==> src/sv/rdsc_pkg.sv <==
package rdsc_pkg;

   // Default sizes of the converter.
   localparam int VALUE_WIDTH_DEF = 64;
   localparam int MAX_DIGITS_DEF  = 64;

   // Fixed widths of the transaction fields.
   localparam int VALUE_W = 64;
   localparam int RADIX_W = 7;
   localparam int DIGIT_W = 6;
   localparam int CHAR_W  = 7;

   // Accepted range of the base.
   localparam logic [RADIX_W-1:0] RADIX_MIN = 7'd2;
   localparam logic [RADIX_W-1:0] RADIX_MAX = 7'd64;

   // ASCII anchors of the digit alphabet.
   localparam logic [CHAR_W-1:0] CHAR_ZERO  = 7'h30;
   localparam logic [CHAR_W-1:0] CHAR_UPPER = 7'h41;
   localparam logic [CHAR_W-1:0] CHAR_LOWER = 7'h61;
   localparam logic [CHAR_W-1:0] CHAR_PLUS  = 7'h2B;
   localparam logic [CHAR_W-1:0] CHAR_SLASH = 7'h2F;

   // Commands from the controller to the datapath.
   typedef struct packed {
      logic load;        // take a new transaction into the divider
      logic step;        // one shift-subtract step of the divider
      logic pop;         // read the top digit off the stack
      logic emit_digit;  // load the output register with the popped digit
      logic emit_error;  // load the output register with the error result
   } cmd_type;

   // Status from the datapath to the controller.
   typedef struct packed {
      logic req_bad;      // base of the offered transaction is out of range
      logic step_last;    // current step finishes one division
      logic quo_zero;     // quotient of the finishing division is zero
      logic stack_empty;  // no digits left to pop
      logic out_free;     // output register can take a new result
   } status_type;

   // Digit alphabet: 0-9, A-Z, a-z, '+', '/'.
   function automatic logic [CHAR_W-1:0] digit_ascii(input logic [DIGIT_W-1:0] d);
      logic [CHAR_W-1:0] dx;
      dx = {1'b0, d};
      if (d < 6'd10) begin
         digit_ascii = CHAR_ZERO + dx;
      end else if (d < 6'd36) begin
         digit_ascii = CHAR_UPPER + dx - 7'd10;
      end else if (d < 6'd62) begin
         digit_ascii = CHAR_LOWER + dx - 7'd36;
      end else if (d == 6'd62) begin
         digit_ascii = CHAR_PLUS;
      end else begin
         digit_ascii = CHAR_SLASH;
      end
   endfunction

endpackage

==> src/sv/rdsc_datapath.sv <==
module rdsc_datapath #(
   parameter int VALUE_WIDTH = rdsc_pkg::VALUE_WIDTH_DEF,
   parameter int MAX_DIGITS  = rdsc_pkg::MAX_DIGITS_DEF
) (
   input  logic                           clock,
   input  logic                           reset,
   input  logic [rdsc_pkg::VALUE_W-1:0]   req_value,
   input  logic [rdsc_pkg::RADIX_W-1:0]   req_radix,
   input  rdsc_pkg::cmd_type              cmd,
   output rdsc_pkg::status_type           status,
   output logic                           rsp_valid,
   input  logic                           rsp_ready,
   output logic [rdsc_pkg::CHAR_W-1:0]    rsp_digit_char,
   output logic                           rsp_last_digit,
   output logic                           rsp_bad_radix
);

   localparam int SW = $clog2(VALUE_WIDTH);
   localparam int CW = $clog2(MAX_DIGITS + 1);
   localparam int AW = $clog2(MAX_DIGITS);
   localparam int DW = rdsc_pkg::DIGIT_W;
   localparam int RW = rdsc_pkg::RADIX_W;

   // Divider registers: the dividend shifts out at the top while quotient bits
   // enter at the bottom.
   logic [VALUE_WIDTH-1:0] quo_ff, quo_in;
   logic [DW-1:0]          rem_ff, rem_in;
   logic [RW-1:0]          radix_ff, radix_in;
   logic [SW-1:0]          step_ff, step_in;
   logic [CW-1:0]          count_ff, count_in;

   // Digit stack and its registered read port.
   logic [DW-1:0]          stack_mem [MAX_DIGITS];
   logic [DW-1:0]          rd_data_ff;
   logic [AW-1:0]          wr_addr;
   logic [AW-1:0]          rd_addr;
   logic                   push;

   // Output register.
   logic                   rsp_valid_ff, rsp_valid_in;
   logic [rdsc_pkg::CHAR_W-1:0] rsp_char_ff, rsp_char_in;
   logic                   rsp_last_ff, rsp_last_in;
   logic                   rsp_bad_ff, rsp_bad_in;

   // One shift-subtract step.
   logic [RW-1:0]          r_shift;
   logic [RW-1:0]          r_diff;
   logic                   q_bit;
   logic [DW-1:0]          r_new;
   logic [VALUE_WIDTH-1:0] q_new;

   always_comb begin
      r_shift = {rem_ff, quo_ff[VALUE_WIDTH-1]};
      r_diff  = r_shift - radix_ff;
      q_bit   = (r_shift >= radix_ff);
      r_new   = q_bit ? r_diff[DW-1:0] : r_shift[DW-1:0];
      q_new   = {quo_ff[VALUE_WIDTH-2:0], q_bit};
   end

   // Status toward the controller.
   always_comb begin
      status.req_bad     = (req_radix < rdsc_pkg::RADIX_MIN) ||
                           (req_radix > rdsc_pkg::RADIX_MAX);
      status.step_last   = (step_ff == SW'(VALUE_WIDTH - 1));
      status.quo_zero    = (q_new == '0);
      status.stack_empty = (count_ff == '0);
      status.out_free    = !rsp_valid_ff || rsp_ready;
   end

   // Divider and digit counter next values.
   always_comb begin
      quo_in   = quo_ff;
      rem_in   = rem_ff;
      radix_in = radix_ff;
      step_in  = step_ff;
      count_in = count_ff;
      push     = 1'b0;
      if (cmd.load) begin
         quo_in   = req_value[VALUE_WIDTH-1:0];
         radix_in = req_radix;
         rem_in   = '0;
         step_in  = '0;
         count_in = '0;
      end else if (cmd.step) begin
         quo_in = q_new;
         if (status.step_last) begin
            // Division done: the remainder is the next digit, start afresh.
            rem_in  = '0;
            step_in = '0;
            if (count_ff < CW'(MAX_DIGITS)) begin
               push     = 1'b1;
               count_in = count_ff + 1'b1;
            end
         end else begin
            rem_in  = r_new;
            step_in = step_ff + 1'b1;
         end
      end else if (cmd.pop) begin
         count_in = count_ff - 1'b1;
      end
   end

   assign wr_addr = count_ff[AW-1:0];
   assign rd_addr = AW'(count_ff - 1'b1);

   always_ff @(posedge clock) begin
      quo_ff   <= quo_in;
      rem_ff   <= rem_in;
      radix_ff <= radix_in;
      if (reset) begin
         step_ff  <= '0;
         count_ff <= '0;
      end else begin
         step_ff  <= step_in;
         count_ff <= count_in;
      end
   end

   // Stack memory: one write port, one registered read port.
   always_ff @(posedge clock) begin
      if (push) begin
         stack_mem[wr_addr] <= r_new;
      end
      if (cmd.pop) begin
         rd_data_ff <= stack_mem[rd_addr];
      end
   end

   // Output register holds a result until the rsp side takes it.
   always_comb begin
      rsp_valid_in = rsp_valid_ff && !rsp_ready;
      rsp_char_in  = rsp_char_ff;
      rsp_last_in  = rsp_last_ff;
      rsp_bad_in   = rsp_bad_ff;
      if (cmd.emit_digit) begin
         rsp_valid_in = 1'b1;
         rsp_char_in  = rdsc_pkg::digit_ascii(rd_data_ff);
         rsp_last_in  = status.stack_empty;
         rsp_bad_in   = 1'b0;
      end else if (cmd.emit_error) begin
         rsp_valid_in = 1'b1;
         rsp_char_in  = '0;
         rsp_last_in  = 1'b1;
         rsp_bad_in   = 1'b1;
      end
   end

   always_ff @(posedge clock) begin
      rsp_char_ff <= rsp_char_in;
      rsp_last_ff <= rsp_last_in;
      rsp_bad_ff  <= rsp_bad_in;
      if (reset) begin
         rsp_valid_ff <= 1'b0;
      end else begin
         rsp_valid_ff <= rsp_valid_in;
      end
   end

   assign rsp_valid      = rsp_valid_ff;
   assign rsp_digit_char = rsp_char_ff;
   assign rsp_last_digit = rsp_last_ff;
   assign rsp_bad_radix  = rsp_bad_ff;

`ifndef SYNTHESIS
   // A new result never overwrites one that is still waiting.
   a_no_overwrite: assert property (@(posedge clock) disable iff (reset)
      (cmd.emit_digit || cmd.emit_error) |-> status.out_free)
      else $error("result loaded while output register is busy");

   // Digits are only popped while the stack holds some.
   a_pop_nonempty: assert property (@(posedge clock) disable iff (reset)
      cmd.pop |-> !status.stack_empty)
      else $error("pop from an empty digit stack");

   // The digit count never passes the stack depth.
   a_count_bound: assert property (@(posedge clock) disable iff (reset)
      count_ff <= CW'(MAX_DIGITS))
      else $error("digit count beyond stack depth");

   // An error result is always the final one of its transaction.
   a_error_last: assert property (@(posedge clock) disable iff (reset)
      (rsp_valid_ff && rsp_bad_ff) |-> (rsp_last_ff && rsp_char_ff == '0))
      else $error("error result not marked final");
`endif

endmodule

==> src/sv/rdsc_ctrl.sv <==
module rdsc_ctrl (
   input  logic                 clock,
   input  logic                 reset,
   input  logic                 req_valid,
   output logic                 req_ready,
   input  rdsc_pkg::status_type status,
   output rdsc_pkg::cmd_type    cmd
);

   typedef enum logic [4:0] {
      ST_IDLE = 5'b00001,
      ST_DIV  = 5'b00010,
      ST_READ = 5'b00100,
      ST_LOAD = 5'b01000,
      ST_ERR  = 5'b10000
   } state_type;

   state_type state_ff, state_in;

   // Sequencing: a bad base goes to the error result; otherwise divide until the quotient is zero, then pop and emit.
   always_comb begin
      state_in       = state_ff;
      cmd            = '0;
      req_ready      = 1'b0;
      unique case (state_ff)
         ST_IDLE: begin
            req_ready = 1'b1;
            if (req_valid) begin
               cmd.load = 1'b1;
               state_in = status.req_bad ? ST_ERR : ST_DIV;
            end
         end
         ST_DIV: begin
            cmd.step = 1'b1;
            if (status.step_last && status.quo_zero) begin
               state_in = ST_READ;
            end
         end
         ST_READ: begin
            cmd.pop  = 1'b1;
            state_in = ST_LOAD;
         end
         ST_LOAD: begin
            if (status.out_free) begin
               cmd.emit_digit = 1'b1;
               state_in = status.stack_empty ? ST_IDLE : ST_READ;
            end
         end
         ST_ERR: begin
            if (status.out_free) begin
               cmd.emit_error = 1'b1;
               state_in = ST_IDLE;
            end
         end
         default: begin
            state_in = ST_IDLE;
         end
      endcase
   end

   always_ff @(posedge clock) begin
      if (reset) begin
         state_ff <= ST_IDLE;
      end else begin
         state_ff <= state_in;
      end
   end

endmodule

==> src/sv/radix_digit_string_converter_core.sv <==
// Channel  Direction  Ports
// req      in         req_valid, req_ready, req_value[63:0], req_radix[6:0]
// rsp      out        rsp_valid, rsp_ready, rsp_digit_char[6:0], rsp_last_digit,
//                     rsp_bad_radix
//
// A conversion of D digits runs D divisions in the restoring divider, one quotient
// bit per cycle, then pops each digit off the stack and emits it, most significant first.
// A bad base goes straight to the error result.
// One transaction is worked on at a time. Reset is synchronous and active high;
// the digit stack needs no clearing. A stalled rsp side holds the emission; the
// next request is taken while the final result still waits in the output register.
module radix_digit_string_converter_core #(
   parameter int VALUE_WIDTH = rdsc_pkg::VALUE_WIDTH_DEF,
   parameter int MAX_DIGITS  = rdsc_pkg::MAX_DIGITS_DEF
) (
   input  logic                          clock,
   input  logic                          reset,
   input  logic                          req_valid,
   output logic                          req_ready,
   input  logic [rdsc_pkg::VALUE_W-1:0]  req_value,
   input  logic [rdsc_pkg::RADIX_W-1:0]  req_radix,
   output logic                          rsp_valid,
   input  logic                          rsp_ready,
   output logic [rdsc_pkg::CHAR_W-1:0]   rsp_digit_char,
   output logic                          rsp_last_digit,
   output logic                          rsp_bad_radix
);

   rdsc_pkg::cmd_type    cmd;
   rdsc_pkg::status_type status;

   // Controller.
   rdsc_ctrl u_ctrl (
      .clock     (clock),
      .reset     (reset),
      .req_valid (req_valid),
      .req_ready (req_ready),
      .status    (status),
      .cmd       (cmd)
   );

   // Divider, digit stack and output register.
   rdsc_datapath #(
      .VALUE_WIDTH (VALUE_WIDTH),
      .MAX_DIGITS  (MAX_DIGITS)
   ) u_datapath (
      .clock          (clock),
      .reset          (reset),
      .req_value      (req_value),
      .req_radix      (req_radix),
      .cmd            (cmd),
      .status         (status),
      .rsp_valid      (rsp_valid),
      .rsp_ready      (rsp_ready),
      .rsp_digit_char (rsp_digit_char),
      .rsp_last_digit (rsp_last_digit),
      .rsp_bad_radix  (rsp_bad_radix)
   );

endmodule
==> config.mk <==
export PLATFORM = sky130hd
export DESIGN_NAME = radix_digit_string_converter_core
export DESIGN_NICKNAME = d
export VERILOG_FILES = /design/src/sv/rdsc_pkg.sv /design/src/sv/rdsc_datapath.sv /design/src/sv/rdsc_ctrl.sv /design/src/sv/radix_digit_string_converter_core.sv
export SDC_FILE = /design/constraint.sdc
export NUM_CORES = 1
export LEC_CHECK = 0
export ABC_AREA = 1
export BUFFER_PORTS_ARGS = -buffer_cell sky130_fd_sc_hd__buf_2
export CAP_MARGIN = 20
export CORE_MARGIN = 4
export CORE_UTILIZATION = 40
export DETAILED_ROUTE_END_ITERATION = 8
export PLACE_DENSITY = 0.68
export SYNTH_ARGS = -nofsm -noshare
export SYNTH_HDL_FRONTEND = slang
export SYNTH_SLANG_ARGS = --single-unit
==> constraint.sdc <==
create_clock -name clock -period 8.3 [get_ports clock]
set_input_delay 0.415 -clock clock [delete_from_list [all_inputs] [get_ports clock]]
set_output_delay 0.415 -clock clock [all_outputs]
set_load 0.01 [all_outputs]
==> impl_metrics.tcl, run 1 <==
set metrics [dict create \
    run_status "completed" \
    totalWireLength_mm 51.0 \
    period_minus_slack_ps 4350 \
    ys_async_sr_fraction_pct 0 \
    global_route_wire_length_before_repair_mm 80.7 \
    fillCellCount 4732 \
    yosysUniqueCellTypes 40 \
    postCtsResizedCells 0 \
    p_leak_nw 8.54 \
    final.setup_skew_ps 25.3 \
    cts-root-buf "clkbuf_16" \
    report.final.slew_viol_count 0 \
    die_area_um2 57000 \
    postLayoutCoreUtil_pct 45.5 \
    globalplace.congestion 0.861 \
    worst_ep_required_time_ps 8630 \
    reg2reg_depth 10 \
    regArea_um2 14600 \
    first_global_vias 14200 \
    synth_top_cell_by_area "edfxtp_1" \
    layout-drive-gt1-share_pct 10.1 \
    ys_warn_count 0 \
    final_tns_setup_ps 0 \
    numClockSinks 495 \
    grt_util_all_layers_pct 17.7 \
    routed-via-count 14700 \
    chipHeight_um 239 \
    cts_tree "done" \
    startpoint_type "register" \
    firstDrtPassIters 6 \
    timing.rr.end "u_datapath.rd_data_ff[5]$_DFFE_PP_" \
    yosysMostFrequentCell "edfxtp_1" \
    end_kind "register" \
    worstSetupEndpoint "u_datapath.rd_data_ff[5]$_DFFE_PP_" \
    grt_start_max_net_pins 103 \
    finalCritPeriodShare_pct 52.4 \
    synth_edf_count 469 \
    regToRegSetupSlack_ps 3950 \
    cp-startpoint "u_datapath.count_ff[0]$_SDFFE_PP0P_" \
    synthTopCellsByArea "edfxtp_1, nor2_1, o21ai_0, nand2_1, o211ai_1" \
    total_area_of_multi_input_combinational_cells_um2 6010 \
    start_util_pct 40.4 \
    critical_path.most_common_cell "nand3_1" \
    synth_seq_cells 495 \
    timing.final.setup_violations 0 \
    detailedPlacementHpwl_mm 30.6 \
    worstPathCellList "inv_4 -> ha_1 -> xor2_4 -> buf_4 -> inv_2 -> o211ai_1 -> nand3_1 -> nand3_1 -> nand3_1 -> nand2_1" \
    worst-setup-path-type "register to register" \
    design_power_total_mw 5.94 \
    dp.cells 2598 \
    die-width_um 239 \
    detail_route.iter0.violations 1564 \
    std_cell_rows 84 \
    final_net_count 2063 \
    io_pins 86 \
    netlist.area_leader.share_pct 66.2 \
    clock_tree.buffer_depth 3 \
    clkTransAtPathRegs_ps 60 \
    drc_errors 0 \
    netlist_top_cells_count "edfxtp_1, nor2_1, nand2_1" \
    area.growth.synth_to_final_pct 12.7 \
    rsz_0062_raised_after_global_routing "false" \
    sequential_to_total_area_share_from_yosys_stat_pct 68.6 \
    critPathArrivalTime_ps 4680 \
    postSynthNetCount 2005 \
    core_area_um2 52700 \
    clk_latency_ps 590 \
    hold_class "input port to register" \
    routed_via_density 5.46 \
    crit_path_top_delay_cell "dfxtp_4" \
    p_per_area_nw_per_um2 248 \
    peak_freq_mhz 230 \
    syn-mean-instance-area_um2 11.1 \
    cts_htree_levels 2 \
    finalHoldViolations 0 \
    worst_slew_pin_slew_ps 1020 \
    numCtsBuffers 50 \
    grt_antenna_before_repair 0 \
    synth_area_um2 21300 \
    layoutNonFillerInstCount 2699 \
    worst_ir_drop_vdd_mv 0.187 \
    final_antenna_diode_count 0 \
    crit_path_max_incr_delay_ps 870 \
    overflow 0 \
    drv.max_cap_violation_count 0 \
    post_synth_inst_count 1912 \
    port_buffers 85 \
    crit-reg2reg-launch "u_datapath.count_ff[0]$_SDFFE_PP0P_" \
    worstPathMaxFanout 74 \
    routedWlPerCell_um 18.9 \
    drtAntennaViolNets 0 \
    max_slew_margin_pct 31.7 \
    synth_flop_cell "edfxtp_1" \
]
-- per-layer routing --
layer	vias up	GRT usage [%]	wire length [um]
met5	-	0	0
met4	0	5.56	1430
met3	101	3.43	4200
li1	6863	-	-
met1	7134	24.9	21800
met2	630	28.0	23600
-- flip-flops by register name, summed over array words and instances, names as in the netlist --
register	count
u_datapath.radix_ff	7
u_datapath.quo_ff	64
u_datapath.count_ff	7
u_datapath.rd_data_ff	6
u_datapath.rsp_last_digit	1
u_datapath.step_ff	6
u_datapath.stack_mem	384
u_datapath.rsp_valid	1
u_datapath.rsp_digit_char	7
u_ctrl.state_ff	5
u_datapath.rem_ff	6
u_datapath.rsp_bad_radix	1
-- stage by stage --
stage	cell area [um2]	hold WS [ps]	setup WS, ps
floorplan	21300	431	3730
global placement	22300	443	3860
detailed placement	22300	440	4060
CTS	24000	60.7	4040
global route	24000	80.8	3710
finish	24000	89.6	3950
-- cell type report --
| cell class | instances | area share [%] |
|---|---|---|
| clock buffer | 68 | 5.75 |
| clock inverter | 25 | 0.876 |
| inverter | 70 | 1.12 |
| multi-input combinational | 1246 | 25.1 |
| sequential | 495 | 60.9 |
| tap | 688 | 3.59 |
| timing repair buffer | 107 | 2.68 |
-- worst max-delay path, delay by kind of cell (launching register included) --
kind,cells,cell delay [ps]
AO/OA/AOI/OAI,1,260
XOR/XNOR,1,170
adder cells (fa/ha/maj),1,450
buffers and inverters,3,1660
flip-flops,1,870
AND/OR/NAND/NOR,4,600
-- cells in the final DEF, fill, tap and decap left out, drive strengths merged, types with 2 or more instances in the layout --
cell type | Yosys | routed
dfxtp | 26 | 26
nor4 | 2 | 2
edfxtp | 469 | 469
o21ai | 226 | 226
a21oi | 24 | 24
nand3 | 119 | 119
or2 | 3 | 3
clkinv | 0 | 17
a31oi | 2 | 2
xnor2 | 5 | 5
nor3 | 6 | 6
bufinv | 0 | 3
nand2 | 276 | 276
clkinvlp | 0 | 4
dlygate4sd3 | 0 | 8
clkbuf | 43 | 68
o211ai | 97 | 97
nand4 | 10 | 10
inv | 70 | 71
xor2 | 11 | 11
buf | 58 | 99
a22o | 5 | 5
nor2 | 435 | 435
ha | 17 | 17
-- power by group --
group | switching (mW) | leakage, nW | internal, mW | total [mW]
logic | 0.473 | 3.19 | 0.171 | 0.644
clock network | 0.936 | 0.773 | 1.26 | 2.19
registers | 0.0746 | 4.58 | 3.03 | 3.10
-- worst min path at each step --
stage | start | endpoint | slack [ps] | cells past startpoint
finish | req_value[29] | u_datapath.quo_ff[29]$_DFFE_PP_ | 90 | 3
global route | req_value[40] | u_datapath.quo_ff[40]$_DFFE_PP_ | 80 | 3
CTS | req_value[29] | u_datapath.quo_ff[29]$_DFFE_PP_ | 60 | 3
detailed placement | u_datapath.rsp_bad_radix$_SDFFE_PP0P_ | u_datapath.rsp_bad_radix$_SDFFE_PP0P_ | 440 | 2
global placement | u_datapath.rsp_bad_radix$_SDFFE_PP0P_ | u_datapath.rsp_bad_radix$_SDFFE_PP0P_ | 440 | 2
floorplan | u_datapath.rem_ff[5]$_SDFFE_PP0P_ | u_datapath.rem_ff[5]$_SDFFE_PP0P_ | 430 | 2
-- logic make-up after synthesis --
| group | synth area share [%] |
|---|---|
| flip-flops | 68.6 |
| AO/OA/AOI/OAI | 9.75 |
| AND/OR/NAND/NOR | 16.1 |
| adder cells (fa/ha/maj) | 1.09 |
| buffers and inverters | 3.56 |
| XOR/XNOR | 0.870 |
-- repair_timing --
action                                 4_1_cts  5_1_grt
hold buffers                                 8        0
setup buffers                                0        0
setup endpoints to repair                    0        0
endpoints found under the hold margin        9        0
Power figures use the tool's default switching activity.
==> inputs of run 2 (changes only) <==
PLACE_DENSITY = 0.7   (was 0.68)
clock period = 3.6 ns   (was 8.3 ns; I/O delays follow)
==> impl_metrics.tcl, run 2 (synthesis gave the netlist of run 1 again) <==
set metrics [dict create \
    drtAntennaViolNets 0 \
    postLayoutCoreUtil_pct 47.5 \
    drc_errors 0 \
    first_global_vias 14900 \
    numClockSinks 495 \
    routed-via-count 15200 \
    power_frac_comb_pct 11.4 \
    cts_tree "done" \
    area.growth.synth_to_final_pct 17.4 \
    final.setup_skew_ps 27.9 \
    globalplace.congestion 0.887 \
    detail_route.iter0.violations 1813 \
    cts_htree_levels 2 \
    clkTransAtPathRegs_ps 60 \
    power.share.clock_pct 38.7 \
    port_buffers 85 \
    worst_slew_pin_slew_ps 1100 \
    start_util_pct 40.4 \
    chipHeight_um 239 \
    sw_share_pct 24.8 \
    largest_registers "u_datapath.stack_mem (384), u_datapath.quo_ff (64)" \
    cts-root-buf "clkbuf_16" \
    cts_setup_buffers 0 \
    max_slew_margin_pct 26.7 \
    startpoint_type "register" \
    p_leak_nw 8.99 \
    clk_latency_ps 600 \
    hold-worst-slack_ps 319 \
    grt_util_all_layers_pct 18.3 \
    worst_ep_required_time_ps 3840 \
    core_area_um2 52700 \
    period_minus_slack_ps 2970 \
    worstPathMaxFanout 198 \
    report.final.slew_viol_count 0 \
    totalWireLength_mm 53.2 \
    final_cell_mix "edfxtp_1, nor2_1, nand2_1, o21ai_0, nand3_1" \
    layout_commonest_cell "edfxtp_1" \
    clock_tree.buffer_depth 3 \
    timing.final.setup_violations 0 \
    critPathArrivalTime_ps 3210 \
    postCtsResizedCells 0 \
    top_register "u_datapath.stack_mem" \
    final_antenna_diode_count 0 \
    net_switching_power_figure_mw 3.55 \
    routed_via_density 5.46 \
    firstDrtPassIters 6 \
    cellInternalPower_mw 10.8 \
    die_area_um2 57000 \
    run_status "completed" \
    overflow 0 \
    p_per_area_nw_per_um2 573 \
    grt_start_max_net_pins 199 \
    largest_register_ff_count 384 \
    global_route_wire_length_before_repair_mm 83.0 \
    worst_ir_drop_vdd_mv 0.434 \
    rsz_0062_raised_after_global_routing "false" \
    finalHoldViolations 0 \
    numCtsBuffers 50 \
    worst-setup-path-type "register to register" \
    io_pins 86 \
    design_power_total_mw 14.3 \
    sequential_group_share_of_total_power_pct 49.8 \
    grt_antenna_before_repair 0 \
    layout-drive-gt1-share_pct 10.6 \
    finalCritPeriodShare_pct 82.6 \
    peak_freq_mhz 336 \
    detailedPlacementHpwl_mm 31.4 \
    die-width_um 239 \
    post_dp_cell_area_um2 22500 \
    final_net_count 2142 \
    routedWlPerCell_um 19.2 \
    hold_class "input port to register" \
    drv.max_cap_violation_count 0 \
    end_kind "register" \
    std_cell_rows 84 \
    final_tns_setup_ps 0 \
    fin_area_um2 25000 \
]
## run 2: layout make-up
cell class / count / area, um2
sequential: 495 / 14600
clock inverter: 34 / 445
multi-input combinational: 1246 / 6000
inverter: 70 / 268
fill: 4535 / 27700
clock buffer: 60 / 1330
timing repair buffer: 186 / 1480
tap: 688 / 861
## run 2: metal layers
| layer | vias up | GRT usage (%) | part of all wire (%) |
|---|---|---|---|
| met5 | - | 0 | 0 |
| met4 | 0 | 5.45 | 2.6 |
| met3 | 101 | 3.96 | 8.6 |
| met2 | 747 | 29.3 | 47 |
| met1 | 7319 | 25.4 | 42 |
| li1 | 7015 | - | - |
## run 2: stage by stage
stage | std cells | setup WS, ps
floorplan | 1912 | 147
global placement | 2610 | 810
detailed placement | 2610 | 650
CTS | 2779 | 646
global route | 2779 | 529
finish | 2779 | 627
## run 2: power groups by stage
stage,logic (mW),registers (mW),clock network [mW]
floorplan,0.981,7.25,0
global placement,1.52,7.24,0
detailed placement,1.56,7.26,0
CTS,1.62,7.14,5.62
global route,1.82,7.18,5.90
finish,1.63,7.14,5.55
## run 2: worst paths after layout
kind	start	depth (start not counted)	endpoint	slack [ps]
max	u_datapath.count_ff[0]$_SDFFE_PP0P_	3	u_datapath.stack_mem[43][4]$_DFFE_PP_	630
max reg2reg	u_datapath.count_ff[0]$_SDFFE_PP0P_	3	u_datapath.stack_mem[43][4]$_DFFE_PP_	630
min reg2reg	u_datapath.rsp_bad_radix$_SDFFE_PP0P_	2	u_datapath.rsp_bad_radix$_SDFFE_PP0P_	460
min	reset	3	u_ctrl.state_ff[2]$_SDFFE_PP0P_	320
## run 2: what timing repair did
| action | in CTS | in global routing |
|---|---|---|
| hold buffers | 75 | 0 |
| endpoints found under the hold margin | 78 | 0 |
| setup endpoints to repair | 0 | 0 |
## run 2: critical path: stages, from the launching register on
cell and delay, ps:
dfxtp_4 370, buf_12 580, nand3_1 880, nor2_1 760
